**config.mk**
```make
export PLATFORM = sky130hd
export DESIGN_NAME = hpt_queue
export DESIGN_NICKNAME = d
export VERILOG_FILES = /design/src/sv/hpt_queue.sv
export SDC_FILE = /design/constraint.sdc
export NUM_CORES = 1
export LEC_CHECK = 0
export ABC_CLOCK_PERIOD_IN_PS = 2680
export BUFFER_PORTS_ARGS = -buffer_cell sky130_fd_sc_hd__buf_2
export CAP_MARGIN = 0
export CORE_MARGIN = 5
export CORE_UTILIZATION = 50
export DETAILED_ROUTE_END_ITERATION = 10
export PLACE_DENSITY = 0.74
export SLEW_MARGIN = 20
export SYNTH_ARGS = -nofsm -noshare
export SYNTH_HDL_FRONTEND = slang
export SYNTH_SLANG_ARGS = --single-unit
```
**constraint.sdc**
```tcl
create_clock -name clk -period 2.68 [get_ports clk]
set_input_delay 0.536 -clock clk [delete_from_list [all_inputs] [get_ports clk]]
set_output_delay 0.536 -clock clk [all_outputs]
set_load 0.01 [all_outputs]
```
**src/sv/hpt_queue.sv**
```systemverilog
module hpt_queue #(
  parameter int Width = 8,
  parameter int Depth = 4
) (
  input  logic             clk,
  input  logic             rst_n,
  input  logic             push,
  input  logic [Width-1:0] wr_data,
  output logic             full,
  input  logic             pop,
  output logic [Width-1:0] rd_data,
  output logic             empty
);

  localparam int PtrW = $clog2(Depth);
  localparam int CntW = $clog2(Depth + 1);

  logic [Width-1:0] mem_r [Depth];
  logic [PtrW-1:0]  wr_ptr_r, rd_ptr_r;
  logic [CntW-1:0]  cnt_r;
  logic             do_push, do_pop;

  assign full    = (cnt_r == CntW'(Depth));
  assign empty   = (cnt_r == '0);
  assign do_push = push && !full;
  assign do_pop  = pop && !empty;
  assign rd_data = mem_r[rd_ptr_r];

  always_ff @(posedge clk) begin
    if (!rst_n) begin
      wr_ptr_r <= '0;
      rd_ptr_r <= '0;
      cnt_r    <= '0;
    end else begin
      if (do_push) begin
        wr_ptr_r <= (wr_ptr_r == PtrW'(Depth - 1)) ? '0 : wr_ptr_r + 1'b1;
      end
      if (do_pop) begin
        rd_ptr_r <= (rd_ptr_r == PtrW'(Depth - 1)) ? '0 : rd_ptr_r + 1'b1;
      end
      if (do_push && !do_pop) begin
        cnt_r <= cnt_r + 1'b1;
      end else if (do_pop && !do_push) begin
        cnt_r <= cnt_r - 1'b1;
      end
    end
  end

  always_ff @(posedge clk) begin
    if (do_push) begin
      mem_r[wr_ptr_r] <= wr_data;
    end
  end

endmodule

```
-- Yosys cells after proc, flatten, opt, wreduce, memory -nomap -nowiden
Memory sizes are Yosys's and may differ from the RTL's. A register that Yosys moved wholly into a read port is not among the register bits.
Index checks and enable logic that the tools add are counted.
- register bits after elaboration: 7
- RAM bits: 32
- output and inout bits: 10
- word-level logic and storage cells: 29
- memories: 1
- memories (name ; words ; width ; rd ports ; clocked after memory_dff ; write ports ; line ; text):
    mem_r ; 4 ; 8 ; 1 ; 1 ; 1 ; 18 ; logic [Width-1:0] mem_r [Depth];
- add/sub/neg operators: 4
- equality and inequality tests: 3
- muxes and demuxes: 8
- reductions and logical operators: 10
- operators by type and width (operator ; number):
    2-to-1 mux 2 bit ; 4
    2-to-1 mux 3 bit ; 2
    adder 2 x 1 -> 2 bit (second input constant) ; 2
    equality test 2 bit (second input constant) ; 2
    logical AND 1 bit ; 4
    logical NOT 1 bit ; 4
    adder 3 x 1 -> 3 bit (second input constant) ; 1
    equality test 3 bit (second input constant) ; 1
    logical NOT 3 bit ; 1
    subtractor 3 x 1 -> 3 bit (second input constant) ; 1
    2-to-1 mux 1 bit ; 2
    nonzero test 2 bit ; 1

-- Logic depth before layout (Yosys ltp)
- word-level depth: 7
- gate-level depth with buffers: 9
- depth with buffers taken out: 8

-- Worst setup path before layout
No wires, ideal clock.
- path kind: register to register
- start: register cnt_r[0]
- end: register cnt_r[2]
- arrival: 2.017 ns
- setup slack: 0.587 ns
- stages on the path, launching flop included: 8
- buffers on the path: 0
- clock period less this slack: 2.093 ns
- cell sequence: dfxtp_1 o31ai_1 ha_1 inv_1 fa_1 xor2_1 or3_1 a21boi_0
- word-level cells in the longest chain between the ends: 6
- elaborated cells on any way between the ends: 15
- RTL lines (element ; line ; text):
    start: declaration ; 20 ; logic [CntW-1:0] cnt_r;
    start signal: assignment ; 42 ; cnt_r <= cnt_r + 1'b1;
    start signal: assignment ; 44 ; cnt_r <= cnt_r - 1'b1;
    parallel branches: the longest is 6 deep, another holds subtractor 3 x 1 -> 3 bit ; - ;
Parallel ways; which one is timed is not known. The select of a mux whose other input is x is not followed.
A chain may end at the register's enable or synchronous reset.

-- Final worst setup path
Ends and elaborated chain as after synthesis.

==> out/metrics.csv <==
metric,value,unit
row_count,20,
postCtsHoldBufs,0,
slew_headroom,0.615,
clkSlewWorstSetupHoldPaths,130,ps
drive_gt1_frac,0.328,
drtPass1Iterations,4,
die_h,67.1,um
vdd_drop_max,0.474,mV
antenna_found_initial,0,
hold_end,mem_r[3][3],
timing.fmax,0.427,GHz
clk_path_buf_depth,2,
diodes,0,
p_per_area,939,nW/um2
whs_path_depth,1,
worst_setup_path_end_kind,flip-flop,
min_path_type,in -> reg,
multi_input_area,460,um2
routedWlPerCell,15.1,um
preCtsSetupSlack,345,ps
min_from,wr_data[3],
postSynthAreaPerCell,17.5,um2
syn_to_final_growth,15.7,%
fillCellCount,248,
synth_area_leaders,"edfxtp_1 (59%), dfxtp_1 (11%), mux4_2 (11%)",
whs,389,ps
synth_cells,93,
ys_types,23,
skew,9.74,ps
power.share.clock,0.282,
synthFlopType,edfxtp_1,
syn-num-nets,112,
initial_core_util,0.525,
grt_overflow,0,
synth-edff-count,32,
ys_seq_elements,41,
drc_errors,0,
post-dp-hpwl,1710,um
cts_buffers,5,
period_needed,2340,ps
finalSetupTns,0,ps
r2r_cells,7,
internal_power,1.29,mW
synth_compound_area_frac,0.0184,
yosys.area_share.simple,0.0660,
worstSetupPathType,reg -> reg,
yosysMostFrequentCell,edfxtp_1,
grt_pass1_wl,3920,um
worstPathRequired,2960,ps
clk_latency,350,ps
root_buffer,clkbuf_4,
vias,822,
syn_area,1630,um2
hold_viol,0,
coreArea,3100,um2
ys_seq_area_frac,0.700,
synth_top_cell_area_share,0.589,
grt_max_degree,15,
cp_max_fo,5,
arrival,2620,ps
io_buffer_count,21,
die_w,67.1,um
drv_cap,0,
final_nets,137,
ys_warn_count,0,
rr_endpoint,cnt_r[2],
r2r_slack,340,ps
p_seq_frac,0.488,
die-area,4500,um2
htreeDepth,2,
swShare,0.269,
post_cts_resized,0,
leakagePower,0.693,nW
drv_slew,0,
fin_crit_sh,0.874,
ff_latch_area,1140,um2
cts_tree,yes,
rsz0062_at_grt,false,
crit_path_start_kind,flip-flop,
synthMuxAreaShare,0.129,
synthArstFlopShare,0,
r2r_start,cnt_r[0],
setup_viol,0,
combPwrFrac,0.230,
first_global_vias,834,
synth_common_cells,"edfxtp_1 (32), dfxtp_1 (9), mux4_2 (8), ha_1 (6), nand2_1 (6)",
outcome,"finished, final reports clean",
gp_congestion,0.702,
switchingPower,477,uW
synthXorXnorAreaFrac,0.0107,
yosys.area.top_type,edfxtp_1,
globalRouteTotalUtil,0.126,
wl,2460,um
drt-vias-per-instance,5.04,
cts_setup_buffers,0,
tightest_slew,573,ps
synth_fa_ha_area_frac,0.0583,
cts.sinks,41,
synth_top_family_by_area,multiplexers,
drtIter0Drc,35,
ioPinCount,22,
final_antenna_net_count,0,
fin_ws,339,ps
==> power by group through the flow <==
stage                     Combinational [mW]  Clock (mW)  Sequential, mW
after floorplan                        0.323           0           0.834
after global placement                 0.398           0           0.878
after detailed placement               0.412           0           0.883
after CTS                              0.415       0.502           0.869
after global routing                   0.449       0.533           0.881
final                                  0.407       0.499           0.864
==> state kept, by name, indices dropped and copies added, names as in the netlist, named ones only <==
signal and count:
mem_r 32, cnt_r 3, rd_ptr_r 2, wr_ptr_r 2
==> per-layer routing <==
layer  vias up  share of wire  global-route usage
met4         0          0.016              0.0684
li1        399              -                   -
met3         5          0.036              0.0405
met2        20           0.52               0.202
met1       398           0.43               0.150
met5         -              0                   0
==> worst max-delay path: stages (launching register included) <==
cell and delay [ps]:
dfxtp_1 390, o31ai_1 540, ha_1 300, inv_1 60, fa_1 380, xor2_1 160
or3_1 300, a21boi_0 150
==> placed cells by master (no fill, tap or decap), drive strengths merged <==
master   n
mux2i    3
dfxtp    9
and2     5
xor2     1
nor2b    2
fa       1
bufinv   2
or3      1
nand2    6
inv      4
xnor2    1
nor3     1
nor2     2
buf     22
mux4     8
nor3b    1
nand3    2
edfxtp  32
clkbuf   5
a21boi   1
o21ai    3
o31ai    1
ha       6
==> layout make-up <==
class | instances | share of cell area
Multi-Input combinational cell | 45 | 0.244
Clock buffer | 5 | 0.0199
Tap cell | 44 | 0.0292
Timing Repair Buffer | 22 | 0.0597
Sequential cell | 41 | 0.605
Clock inverter | 3 | 0.0365
Inverter | 3 | 0.00597
==> cells by family (layout without fill, tap and decap cells) <==
logic type | Yosys count | after routing
XOR/XNOR | 2 | 2
adder cells (fa/ha/maj) | 7 | 7
buffers and inverters | 7 | 33
AND/OR/NAND/NOR | 20 | 20
flip-flops | 41 | 41
AO/OA/AOI/OAI | 5 | 5
multiplexers | 11 | 11
==> metrics by stage <==
stage,power [mW],area (um2),instances,util
final,1.77,1890,163,0.608
after global routing,1.86,1890,163,0.608
after CTS,1.79,1890,163,0.608
after detailed placement,1.30,1780,155,0.574
after global placement,1.28,1780,155,0.574
after floorplan,1.16,1630,93,-
==> worst max path at each step <==
stage | from | to
finish | cnt_r[0] | cnt_r[2]
global route | cnt_r[1] | cnt_r[2]
CTS | flip-flop | rd_data[3]
detailed placement | cnt_r[0] | cnt_r[2]
global placement | cnt_r[0] | cnt_r[2]
floorplan | cnt_r[0] | cnt_r[2]
No activity file was read; power rests on OpenSTA's default activity.
